### src/hw/rtl/stun_binding_response_parser_defines.svh
// Assertion macros shared by the STUN binding response parser RTL.
// Included by files that carry concurrent checks; expects aclk and aresetn in scope.
`ifndef STUN_BINDING_RESPONSE_PARSER_DEFINES_SVH
`define STUN_BINDING_RESPONSE_PARSER_DEFINES_SVH

// check sampled on aclk, masked while in reset
`define SBRP_ASSERT(lbl, prop, msg) \
    lbl: assert property (@(posedge aclk) disable iff (!aresetn) prop) else $error(msg);

// check sampled on aclk, also active across reset
`define SBRP_ASSERT_RST(lbl, prop, msg) \
    lbl: assert property (@(posedge aclk) prop) else $error(msg);

`endif

### src/hw/rtl/sbrp_pkg.sv
// Types and constants for the STUN binding response parser.
// No dependencies; used by sbrp_core and stun_binding_response_parser.
`default_nettype none

package sbrp_pkg;

    localparam logic [31:0] MAGIC_COOKIE    = 32'h2112_A442;
    localparam logic [15:0] TYPE_BINDING_OK = 16'h0101;
    localparam logic [13:0] ATTR_MAPPED     = 14'h0001;
    localparam logic [13:0] ATTR_XOR_MAPPED = 14'h0020;
    localparam logic [7:0]  FAMILY_IPV4     = 8'h01;
    localparam logic [15:0] ADDR_LEN        = 16'd8;

    localparam logic [1:0] CFG_TXID_UPPER = 2'd0;
    localparam logic [1:0] CFG_TXID_LOWER = 2'd1;

    typedef enum logic [2:0] {
        PH_TYPE   = 3'd0,
        PH_LEN    = 3'd1,
        PH_COOKIE = 3'd2,
        PH_TXID   = 3'd3,
        PH_HDR    = 3'd4,
        PH_ADDR   = 3'd5,
        PH_SKIP   = 3'd6,
        PH_ERR    = 3'd7
    } phase_t;

    typedef enum logic [2:0] {
        ST_OK          = 3'd0,
        ST_BAD_TYPE    = 3'd1,
        ST_BAD_COOKIE  = 3'd2,
        ST_BAD_TXID    = 3'd3,
        ST_BAD_HDR     = 3'd4,
        ST_BAD_ADDRLEN = 3'd5,
        ST_BAD_FAMILY  = 3'd6,
        ST_TRUNC_ADDR  = 3'd7
    } status_t;

    typedef struct packed {
        phase_t      phase;
        logic [3:0]  byte_count;
        logic [31:0] field_shift;
        logic        attr_xor;
        logic [16:0] skip_remaining;
        logic [31:0] addr_ip;
        logic [15:0] addr_port;
        logic        found;
        status_t     error_code;
    } parse_state_t;

    typedef struct packed {
        status_t     status;
        logic        address_found;
        logic [31:0] public_ip;
        logic [15:0] public_port;
    } parse_result_t;

    localparam parse_state_t PARSE_STATE_RESET = '{
        phase:          PH_TYPE,
        byte_count:     4'd0,
        field_shift:    32'd0,
        attr_xor:       1'b0,
        skip_remaining: 17'd0,
        addr_ip:        32'd0,
        addr_port:      16'd0,
        found:          1'b0,
        error_code:     ST_OK
    };

endpackage

`default_nettype wire

### src/hw/rtl/sbrp_core.sv
// Per-byte next-state and end-of-packet result logic of the STUN response parser.
// Combinational; uses sbrp_pkg.
`default_nettype none

module sbrp_core (
    input  wire  sbrp_pkg::parse_state_t  cur,
    input  wire  logic [95:0]             txid,
    input  wire  logic [7:0]              data_byte,
    output sbrp_pkg::parse_state_t        nxt,
    output sbrp_pkg::parse_result_t       res
);

    logic [31:0] shifted;
    logic [3:0]  count_inc;
    logic [13:0] kind;
    logic [15:0] size;
    logic [1:0]  pad;
    logic [16:0] skip_len;
    logic [3:0]  txid_sel;
    logic [7:0]  txid_byte;
    logic [31:0] ip_raw;
    sbrp_pkg::status_t status;

    assign shifted   = {cur.field_shift[23:0], data_byte};
    assign count_inc = cur.byte_count + 4'd1;
    assign kind      = shifted[29:16];
    assign size      = shifted[15:0];
    assign pad       = 2'(~size[1:0] + 2'd1);
    assign skip_len  = {1'b0, size} + {15'd0, pad};
    assign txid_sel  = 4'd11 - cur.byte_count;
    assign txid_byte = txid[{txid_sel, 3'b000} +: 8];
    assign ip_raw    = (cur.byte_count >= 4'd4) ? shifted : cur.field_shift;

    always_comb begin
        nxt = cur;
        case (cur.phase)
            sbrp_pkg::PH_TYPE: begin
                nxt.field_shift = shifted;
                nxt.byte_count  = count_inc;
                if (count_inc == 4'd2) begin
                    if (shifted[15:0] != sbrp_pkg::TYPE_BINDING_OK) begin
                        nxt.phase      = sbrp_pkg::PH_ERR;
                        nxt.error_code = sbrp_pkg::ST_BAD_TYPE;
                    end else begin
                        nxt.phase       = sbrp_pkg::PH_LEN;
                        nxt.byte_count  = 4'd0;
                        nxt.field_shift = 32'd0;
                    end
                end
            end
            sbrp_pkg::PH_LEN: begin
                nxt.byte_count = count_inc;
                if (count_inc == 4'd2) begin
                    nxt.phase      = sbrp_pkg::PH_COOKIE;
                    nxt.byte_count = 4'd0;
                end
            end
            sbrp_pkg::PH_COOKIE: begin
                nxt.field_shift = shifted;
                nxt.byte_count  = count_inc;
                if (count_inc == 4'd4) begin
                    if (shifted != sbrp_pkg::MAGIC_COOKIE) begin
                        nxt.phase      = sbrp_pkg::PH_ERR;
                        nxt.error_code = sbrp_pkg::ST_BAD_COOKIE;
                    end else begin
                        nxt.phase       = sbrp_pkg::PH_TXID;
                        nxt.byte_count  = 4'd0;
                        nxt.field_shift = 32'd0;
                    end
                end
            end
            sbrp_pkg::PH_TXID: begin
                if (data_byte != txid_byte) begin
                    nxt.phase      = sbrp_pkg::PH_ERR;
                    nxt.error_code = sbrp_pkg::ST_BAD_TXID;
                end else begin
                    nxt.byte_count = count_inc;
                    if (count_inc == 4'd12) begin
                        nxt.phase      = sbrp_pkg::PH_HDR;
                        nxt.byte_count = 4'd0;
                    end
                end
            end
            sbrp_pkg::PH_HDR: begin
                nxt.field_shift = shifted;
                nxt.byte_count  = count_inc;
                if (count_inc == 4'd4) begin
                    nxt.byte_count  = 4'd0;
                    nxt.field_shift = 32'd0;
                    nxt.attr_xor    = (kind == sbrp_pkg::ATTR_XOR_MAPPED);
                    if (kind == sbrp_pkg::ATTR_MAPPED || kind == sbrp_pkg::ATTR_XOR_MAPPED) begin
                        if (size != sbrp_pkg::ADDR_LEN) begin
                            nxt.phase      = sbrp_pkg::PH_ERR;
                            nxt.error_code = sbrp_pkg::ST_BAD_ADDRLEN;
                        end else begin
                            nxt.phase = sbrp_pkg::PH_ADDR;
                        end
                    end else begin
                        nxt.skip_remaining = skip_len;
                        if (skip_len != 17'd0) begin
                            nxt.phase = sbrp_pkg::PH_SKIP;
                        end
                    end
                end
            end
            sbrp_pkg::PH_ADDR: begin
                if (cur.byte_count == 4'd1 && data_byte != sbrp_pkg::FAMILY_IPV4) begin
                    nxt.phase      = sbrp_pkg::PH_ERR;
                    nxt.error_code = sbrp_pkg::ST_BAD_FAMILY;
                end else begin
                    if (cur.byte_count == 4'd2 || cur.byte_count == 4'd3) begin
                        nxt.addr_port = {cur.addr_port[7:0], data_byte};
                    end
                    if (cur.byte_count >= 4'd4) begin
                        nxt.field_shift = shifted;
                    end
                    nxt.byte_count = count_inc;
                    if (count_inc == 4'd8) begin
                        if (cur.attr_xor) begin
                            nxt.addr_ip   = ip_raw ^ sbrp_pkg::MAGIC_COOKIE;
                            nxt.addr_port = nxt.addr_port ^ sbrp_pkg::MAGIC_COOKIE[31:16];
                        end else begin
                            nxt.addr_ip = ip_raw;
                        end
                        nxt.found       = 1'b1;
                        nxt.phase       = sbrp_pkg::PH_HDR;
                        nxt.byte_count  = 4'd0;
                        nxt.field_shift = 32'd0;
                    end
                end
            end
            sbrp_pkg::PH_SKIP: begin
                nxt.skip_remaining = cur.skip_remaining - 17'd1;
                if (nxt.skip_remaining == 17'd0) begin
                    nxt.phase      = sbrp_pkg::PH_HDR;
                    nxt.byte_count = 4'd0;
                end
            end
            default: begin
            end
        endcase
    end

    // status if this byte ends the packet
    always_comb begin
        case (nxt.phase)
            sbrp_pkg::PH_ERR:    status = nxt.error_code;
            sbrp_pkg::PH_TYPE:   status = sbrp_pkg::ST_BAD_TYPE;
            sbrp_pkg::PH_LEN:    status = sbrp_pkg::ST_BAD_COOKIE;
            sbrp_pkg::PH_COOKIE: status = sbrp_pkg::ST_BAD_COOKIE;
            sbrp_pkg::PH_TXID:   status = sbrp_pkg::ST_BAD_TXID;
            sbrp_pkg::PH_HDR:
                status = (nxt.byte_count != 4'd0) ? sbrp_pkg::ST_BAD_HDR : sbrp_pkg::ST_OK;
            sbrp_pkg::PH_ADDR:
                status = (nxt.byte_count < 4'd2) ? sbrp_pkg::ST_BAD_FAMILY
                                                 : sbrp_pkg::ST_TRUNC_ADDR;
            default:             status = sbrp_pkg::ST_OK;
        endcase
    end

    always_comb begin
        res.status = status;
        if (status == sbrp_pkg::ST_OK && nxt.found) begin
            res.address_found = 1'b1;
            res.public_ip     = nxt.addr_ip;
            res.public_port   = nxt.addr_port;
        end else begin
            res.address_found = 1'b0;
            res.public_ip     = 32'd0;
            res.public_port   = 16'd0;
        end
    end

endmodule

`default_nettype wire

### src/hw/rtl/stun_binding_response_parser.sv
// The result appears on m_tvalid in the cycle after the last byte is accepted.
// Throughput: one byte per cycle; s_tready drops only while a result sits unaccepted.
// Each byte updates the parse state register through one level of logic (sbrp_core).
// Reset (aresetn low, synchronous) clears parse state, output valid and both
// transaction ID registers; a packet in progress is dropped.
// Top level of the STUN binding response parser; uses sbrp_pkg, sbrp_core and
// stun_binding_response_parser_defines.svh.
`default_nettype none

`include "stun_binding_response_parser_defines.svh"

module stun_binding_response_parser (
    input  wire  logic        aclk,
    input  wire  logic        aresetn,
    // configuration write port
    input  wire  logic        cfg_we,
    input  wire  logic [1:0]  cfg_index,
    input  wire  logic [63:0] cfg_wdata,
    // byte stream in
    input  wire  logic        s_tvalid,
    output logic              s_tready,
    input  wire  logic [7:0]  s_tdata,   // data_byte[7:0]
    input  wire  logic        s_tlast,   // last_byte
    // result out
    output logic              m_tvalid,
    input  wire  logic        m_tready,
    output logic [55:0]       m_tdata    // status[2:0], address_found[3],
                                         // public_ip[35:4], public_port[51:36], zero[55:52]
);

    logic [31:0] txid_upper_reg;
    logic [63:0] txid_lower_reg;
    sbrp_pkg::parse_state_t  state_reg;
    sbrp_pkg::parse_state_t  state_next;
    sbrp_pkg::parse_result_t result_next;
    sbrp_pkg::parse_result_t result_reg;
    logic m_valid_reg;
    logic s_accept;

    assign s_tready = !m_valid_reg || m_tready;
    assign s_accept = s_tvalid && s_tready;

    sbrp_core u_core (
        .cur       (state_reg),
        .txid      ({txid_upper_reg, txid_lower_reg}),
        .data_byte (s_tdata),
        .nxt       (state_next),
        .res       (result_next)
    );

    always_ff @(posedge aclk) begin
        if (!aresetn) begin
            txid_upper_reg <= 32'd0;
            txid_lower_reg <= 64'd0;
            state_reg      <= sbrp_pkg::PARSE_STATE_RESET;
            m_valid_reg    <= 1'b0;
        end else begin
            if (cfg_we && cfg_index == sbrp_pkg::CFG_TXID_UPPER) begin
                txid_upper_reg <= cfg_wdata[31:0];
            end
            if (cfg_we && cfg_index == sbrp_pkg::CFG_TXID_LOWER) begin
                txid_lower_reg <= cfg_wdata;
            end
            if (s_accept) begin
                state_reg <= s_tlast ? sbrp_pkg::PARSE_STATE_RESET : state_next;
            end
            if (s_accept && s_tlast) begin
                m_valid_reg <= 1'b1;
            end else if (m_tready) begin
                m_valid_reg <= 1'b0;
            end
        end
    end

    always_ff @(posedge aclk) begin
        if (s_accept && s_tlast) begin
            result_reg <= result_next;
        end
    end

    assign m_tvalid = m_valid_reg;
    assign m_tdata  = {4'd0, result_reg.public_port, result_reg.public_ip,
                       result_reg.address_found, result_reg.status};

    `SBRP_ASSERT_RST(a_reset_clears, !aresetn |=> !m_valid_reg && state_reg.phase == sbrp_pkg::PH_TYPE, "reset did not clear parser")
    `SBRP_ASSERT(a_stall_blocks, m_valid_reg && !m_tready |-> !s_tready, "byte accepted while result stalled")
    `SBRP_ASSERT(a_last_restarts, s_accept && s_tlast |=> m_valid_reg && state_reg.phase == sbrp_pkg::PH_TYPE && state_reg.byte_count == 4'd0, "last byte did not emit result and restart")
    `SBRP_ASSERT(a_err_zero, m_valid_reg && result_reg.status != sbrp_pkg::ST_OK |-> !result_reg.address_found && result_reg.public_ip == 32'd0 && result_reg.public_port == 16'd0, "error result carries address")

endmodule

`default_nettype wire
### config.mk
export PLATFORM = sky130hd
export DESIGN_NAME = stun_binding_response_parser
export DESIGN_NICKNAME = d
export VERILOG_FILES = /design/src/hw/rtl/sbrp_pkg.sv /design/src/hw/rtl/sbrp_core.sv /design/src/hw/rtl/stun_binding_response_parser.sv
export VERILOG_INCLUDE_DIRS = /design/src /design/src/hw/rtl
export SDC_FILE = /design/constraint.sdc
export NUM_CORES = 1
export LEC_CHECK = 0
export BUFFER_PORTS_ARGS = -buffer_cell sky130_fd_sc_hd__buf_2
export CAP_MARGIN = 20
export CELL_PAD_IN_SITES_DETAIL_PLACEMENT = 0
export CELL_PAD_IN_SITES_GLOBAL_PLACEMENT = 1
export CORE_ASPECT_RATIO = 1.2
export CORE_MARGIN = 2
export CORE_UTILIZATION = 46
export CTS_CLUSTER_DIAMETER = 80
export DETAILED_ROUTE_END_ITERATION = 12
export PLACE_DENSITY = 0.78
export SETUP_SLACK_MARGIN = 0.4
export SLEW_MARGIN = 20
export SYNTH_ARGS = -nofsm -noshare
export SYNTH_HDL_FRONTEND = slang
export SYNTH_SLANG_ARGS = --single-unit
### constraint.sdc
create_clock -name aclk -period 5.4 [get_ports aclk]
set_clock_uncertainty 0.1 [all_clocks]
set_input_delay 0.27 -clock aclk [delete_from_list [all_inputs] [get_ports aclk]]
set_output_delay 0.27 -clock aclk [all_outputs]
set_load 0.02 [all_outputs]
==> results of run 1 <==
-- what timing repair did --
action                     in CTS  in global routing
buffers inserted                0                  1
setup endpoints to repair      32                 39
hold endpoints to repair       96                  0
cloned                          1                  0
hold buffers                   65                  0
resized for setup               2                  1
pin swaps                       1                  1
-- synthesized netlist by cell type (16+ instances only) --
cell type	n
nor2_1	86
edfxtp_1	52
o22ai_1	20
nand3_1	18
dfxtp_1	206
nor3_1	26
nand2_1	234
nor4_1	31
a21oi_1	55
clkbuf_1	116
xnor2_1	21
o21ai_0	43
nor3b_1	16
a21boi_0	108
nor2b_1	104
mux2i_1	57
a22oi_1	80
mux4_2	16
-- power by group through the flow --
stage,registers [mW],logic [mW],clock network [mW]
6_report,2.04,0.441,2.02
5_1_grt,2.04,0.476,2.14
4_1_cts,2.04,0.440,2.05
3_5_place_dp,2.08,0.401,0
3_3_place_gp,2.08,0.398,0
2_1_floorplan,2.08,0.255,0
-- stage by stage --
step,std cells,hold WS [ps],util [%]
floorplan,1554,315,-
CTS,2093,85.1,55.6
finish,2097,107,55.7
global placement,1976,350,50.1
global route,2094,116,55.7
detailed placement,1976,359,50.1
-- routing by layer --
layer  track usage [%]  routed length (um)  up-vias
li1                  -                   -     5857
met2              44.2               20100      306
met1              31.5               17000     5772
met3              3.01                1730       83
met5                 0                  13        -
met4              9.31                1450        2
-- worst max-delay path by stage --
stage / start / end / slack, ps / cells past startpoint
2_1_floorplan: state_reg[104] / m_tdata[12] / 1170 / 16
3_3_place_gp: state_reg[103] / m_tdata[13] / 270 / 11
3_5_place_dp: state_reg[103] / m_tdata[18] / 310 / 11
4_1_cts: state_reg[105] / m_tdata[18] / 520 / 13
5_1_grt: state_reg[105] / m_tdata[18] / 390 / 14
6_report: state_reg[105] / m_tdata[18] / 670 / 14
-- cell type report --
type / instances / area [sq um] / area share (%)
inverter: 15 / 56.3 / 0.340
multi-input combinational: 1142 / 7680 / 46.4
clock inverter: 16 / 170 / 1.03
clock buffer: 35 / 810 / 4.89
timing repair buffer: 238 / 1660 / 10.0
sequential: 258 / 5690 / 34.4
tap: 390 / 488 / 2.95
antenna: 3 / 7.51 / 0.0453
-- kinds of logic (layout without fill, tap and decap cells) --
kind of cell | Yosys count | count (layout) | share of synthesized area [%]
simple gates | 603 | 603 | 22.3
compound gates | 399 | 400 | 21.2
flops | 258 | 258 | 40.8
buf+inv | 155 | 304 | 4.60
mux | 87 | 87 | 7.81
xor+xnor | 36 | 36 | 2.26
fa+ha+maj | 12 | 12 | 1.08
other cells | 1 | 7 | 0.0269
-- worst max-delay path: stages (launching register included) --
cell and delay, ps:
dfxtp_1 550, inv_1 150, ha_2 360, inv_1 130
a221o_1 310, o31ai_1 260, o22ai_1 150, nor4_1 330
buf_4 240, and2_1 190, o31ai_1 100, or4b_1 650
a311o_2 460, buf_12 170, a2111oi_2 320
==> metrics.txt, run 1 <==
outcome=finished, final reports clean; largest net degree at the start of global routing=approximately 120; fin worst setup slack=between 600 and 700 ps; hold path start=s_tlast; placed cell areas=around 15000 sq um; Synth area leaders=dfxtp_1, edfxtp_1, nand2_1, a21boi_0, nor2b_1; proportion of netlist area held by the largest area contributor=around 30%; Final period util=87.5%; Total GRT Usage=between 20% and 30%; CTS tree=built; WP data arrival=around 5000 ps; first-pass GRT wire length=~64 mm; clk slew on worst S/H paths=about 60 ps; die width=roughly 160 um; combinational power share=9.8%; syn_area_per_cell=roughly 9.0 sq um; clock power share=44.9%; Cells after Synth=approximately 1600; sum of negative setup slack=0 ps; DR iter-0 viols=about 900; leakage=about 5.7 nW; initial core utilization=46.9%; Max H-tree Level=1; Die Y=195 um; # port buffers=between 100 and 150; min Tclk post-route=around 4700 ps; Max Slew Vio Count=0; DIE AREA=roughly 32000 sq um; # DRC=0; critical path startpoint category=register; sw power=1.12 mW; nets=between 1500 and 2000; Worst Path Required=between 5000 and 6000 ps; Via Count=12000; reg2reg setup slack=670 ps; Worst Hold Class=primary input to register; clk_lat worst skew=550 ps; DP Wirelength=26.7 mm; CTS Buffer Depth=3; area leader, netlist=dfxtp_1; Post-synth ARST share=0%; clk root buf=clkbuf_16; PwrDens=around 270 nW/um^2; # rows=69; CP Max Fanout=19; commonest non-fill, non-tap cell in the layout=nand2_1; sequential area share after synthesis=40.8%; most frequent cells in the layout=nand2_1, dfxtp_1, buf_2, a21boi_0, nor2b_1; synth warn=0; Area growth syn-to-layout=18.7%; layout cells sized above 1=roughly a fifth; fill count=between 2000 and 3000; antenna-violating nets left=0; Reg power frac=a little under half; number of CTS-inserted buffers=28; peak supply drop=between 0.0002 and 0.0003 V; Worst R2R Path Depth=14; cell area after synthesis=around 14000 sq um; vias per cell=5.73; vias in the first global route=around 12000; Primary FF master, synth=dfxtp_1; unique cell type count in the Yosys netlist=75; Reg-to-Reg Start=state_reg[105]; Tot Pwr=roughly 4.5 mW; slew of the pin with the lowest slew margin=roughly 1100 ps; GPL Wtd Cong=roughly 0.92; Rel. slew slack=roughly 29%; Core ar.=29700 sq um; Largest register FFs=approximately 110; RSZ-0062 raised after global routing=yes; switch share=24.8%; worst hold stages=3; Seq cells post-synth=approximately 260; drt wl/cell=around 19 um; crit end category=register; pre-CTS WS=between 300 and 400 ps; Sink Count=around 260; GR Overflow Total=0; design area=approximately 17000 sq um; count of final setup violators=0; final wirelength=between 40 and 50 mm; number of flops mapped to enable cells by yosys=52; Pint=between 3 and 4 mW; Crit Reg-Reg Endpoint=m_tdata[18]; Top Ports=roughly 140; Final Hold Viols=0; critical path class=register to register; fmax=212 MHz; Hold EP=m_tvalid; DR pass1 iterations=5; max-cap violations=0; initial antenna violation count=3
Power figures use the tool's default switching activity.
==> inputs of run 2 (changes only) <==
--- a/config.mk
+++ b/config.mk
@@ -6,16 +6,14 @@
 export SDC_FILE = /design/constraint.sdc
 export NUM_CORES = 1
 export LEC_CHECK = 0
-export BUFFER_PORTS_ARGS = -buffer_cell sky130_fd_sc_hd__buf_2
 export CAP_MARGIN = 20
-export CELL_PAD_IN_SITES_DETAIL_PLACEMENT = 0
-export CELL_PAD_IN_SITES_GLOBAL_PLACEMENT = 1
 export CORE_ASPECT_RATIO = 1.2
 export CORE_MARGIN = 2
-export CORE_UTILIZATION = 46
+export CORE_UTILIZATION = 55
 export CTS_CLUSTER_DIAMETER = 80
 export DETAILED_ROUTE_END_ITERATION = 12
-export PLACE_DENSITY = 0.78
+export DONT_BUFFER_PORTS = 1
+export PLACE_DENSITY = 0.67
 export SETUP_SLACK_MARGIN = 0.4
 export SLEW_MARGIN = 20
 export SYNTH_ARGS = -nofsm -noshare
==> metrics.txt, run 2 (synthesis results as in run 1) <==
leakage=5.23 nW (was 5.73 nW); Die Y=178 um (was 195 um); nets=1654 (was 1775); number of CTS-inserted buffers=27 (was 28); critical path startpoint category=register (unchanged); antenna-violating nets left=0 (unchanged); CTS tree=built (unchanged); CP Cell Sequence=buf_12, ha_1, nor2b_1, nand2_1, or2_0, a221oi_1, a2bb2oi_1, o31ai_1, or4b_1, a311o_2, buf_12, a2111oi_2 (was inv_1, ha_2, inv_1, a221o_1, o31ai_1, o22ai_1, nor4_1, buf_4, and2_1, o31ai_1, or4b_1, a311o_2, buf_12, a2111oi_2); critical path class=register to register (unchanged); outcome=finished, final reports clean (unchanged); Tot Pwr=4.39 mW (was 4.50 mW); Total GRT Usage=29.5% (was 25.2%); pre-CTS WS=473 ps (was 306 ps); RSZ-0062 raised after global routing=no (was yes); Largest register FFs=109 (unchanged); clk_lat worst skew=540 ps (was 550 ps); design area=15900 sq um (was 16600 sq um); most frequent cells in the layout=nand2_1, dfxtp_1, a21boi_0, nor2b_1, nor2_1 (was nand2_1, dfxtp_1, buf_2, a21boi_0, nor2b_1); Via Count=11700 (was 12000); peak supply drop=0.000243 V (was 0.000251 V); commonest non-fill, non-tap cell in the layout=nand2_1 (unchanged); DR iter-0 viols=910 (was 902); Most common cell on crit path=buf_12; crit-path max cell delay=570 ps (was 650 ps); Sink Count=258 (unchanged); Worst Hold Class=primary input to register (unchanged); WHS=39.1 ps (was 107 ps); count of final setup violators=0 (unchanged); die width=149 um (was 163 um); layout cells sized above 1=11.2% (was 18.6%); # diodes=0 (was 3); fmax=215 MHz (was 212 MHz); first-pass GRT wire length=62.5 mm (was 64.1 mm); DIE AREA=26600 sq um (was 31700 sq um); Final period util=86.3% (was 87.5%); GPL Wtd Cong=0.916 (was 0.919); fin util=64.0% (was 55.7%); Placed Instances=1775 (was 1976); fin worst setup slack=741 ps (was 674 ps); min Tclk post-route=4660 ps (was 4730 ps); GR Overflow Total=0 (unchanged); Crit-path slowest cell=or4b_1 (unchanged); drt wl/cell=21.0 um (was 19.2 um); clk root buf=clkbuf_16 (unchanged); CP Max Fanout=41 (was 19); WP data arrival=4880 ps (was 4960 ps); slew of the pin with the lowest slew margin=1050 ps (was 1070 ps); crit end category=register (unchanged); fill count=2054 (was 2697); sum of negative setup slack=0 ps (unchanged); Top Ports=138 (unchanged); vias per cell=6.16 (was 5.73); # port buffers=0 (was 133); final wirelength=40.0 mm (was 40.3 mm); Area growth syn-to-layout=14.0% (was 18.7%); Core ar.=24800 sq um (was 29700 sq um); # DRC=0 (unchanged); Final Hold Viols=0 (unchanged); clk slew on worst S/H paths=60 ps (about the same); placed cell areas=14100 sq um (was 14900 sq um); Max H-tree Level=1 (unchanged); DP Wirelength=25.6 mm (was 26.7 mm); DR pass1 iterations=5 (unchanged); vias in the first global route=11100 (was 11700); Non-Filler Instances=1908 (was 2097); Max Slew Vio Count=0 (unchanged); # rows=63 (was 69); largest net degree at the start of global routing=203 (was 116); max-cap violations=0 (unchanged); Worst Path Required=5620 ps (was 5640 ps); CTS Buffer Depth=3 (unchanged); Rel. slew slack=29.9% (was 28.6%); initial core utilization=56.1% (was 46.9%); initial antenna violation count=0 (was 3); PwrDens=276 nW/um^2 (was 272 nW/um^2)
## run 2: worst paths after layout
check | from | end | slack [ps] | depth (start not counted)
setup / recovery | state_reg[102] | m_tdata[13] | 740 | 12
hold / removal | s_tdata[3] | state_reg[55] | 40 | 4
hold reg to reg | txid_lower_reg[4] | txid_lower_reg[4] | 360 | 2
setup reg to reg | state_reg[102] | m_tdata[13] | 740 | 12
## run 2: layout make-up
type                    count  area [sq um]  share of cell area, %
multi-input cells        1141          7660                   48.2
flip-flops and latches    258          5690                   35.8
repair buffers            119          1140                   7.20
clock buffers              30           697                   4.39
well taps                 325           407                   2.56
clock inverters            20           230                   1.45
inverters                  15          57.6                  0.362
## run 2: critical path, delay by kind of cell, from the launching register on
family | cells | cell delay [ps]
compound gates | 5 | 1670
simple gates | 4 | 1460
buf+inv | 2 | 470
fa+ha+maj | 1 | 350
flops | 1 | 340
## run 2: repair_timing
| action | in CTS | in global routing |
|---|---|---|
| resized for setup | 0 | 1 |
| setup endpoints to repair | 0 | 21 |
| buffers inserted | 0 | 4 |
| hold endpoints to repair | 211 | 0 |
| hold buffers | 78 | 0 |
## run 2: power by group
group / leakage (nW) / total [mW] / internal [mW] / switching (mW)
combinational: 2.61 / 0.384 / 0.149 / 0.235
clock: 0.451 / 1.95 / 1.17 / 0.784
sequential: 2.17 / 2.05 / 2.01 / 0.0441
total: 5.23 / 4.39 / 3.32 / 1.06
## run 2: metal layers
layer	part of all wire (%)	global-route usage, %	up-vias
li1	-	-	5607
met1	42	37.7	5662
met2	51	51.8	404
met3	4.5	3.27	74
met4	3.2	10.3	0
met5	0	0	-
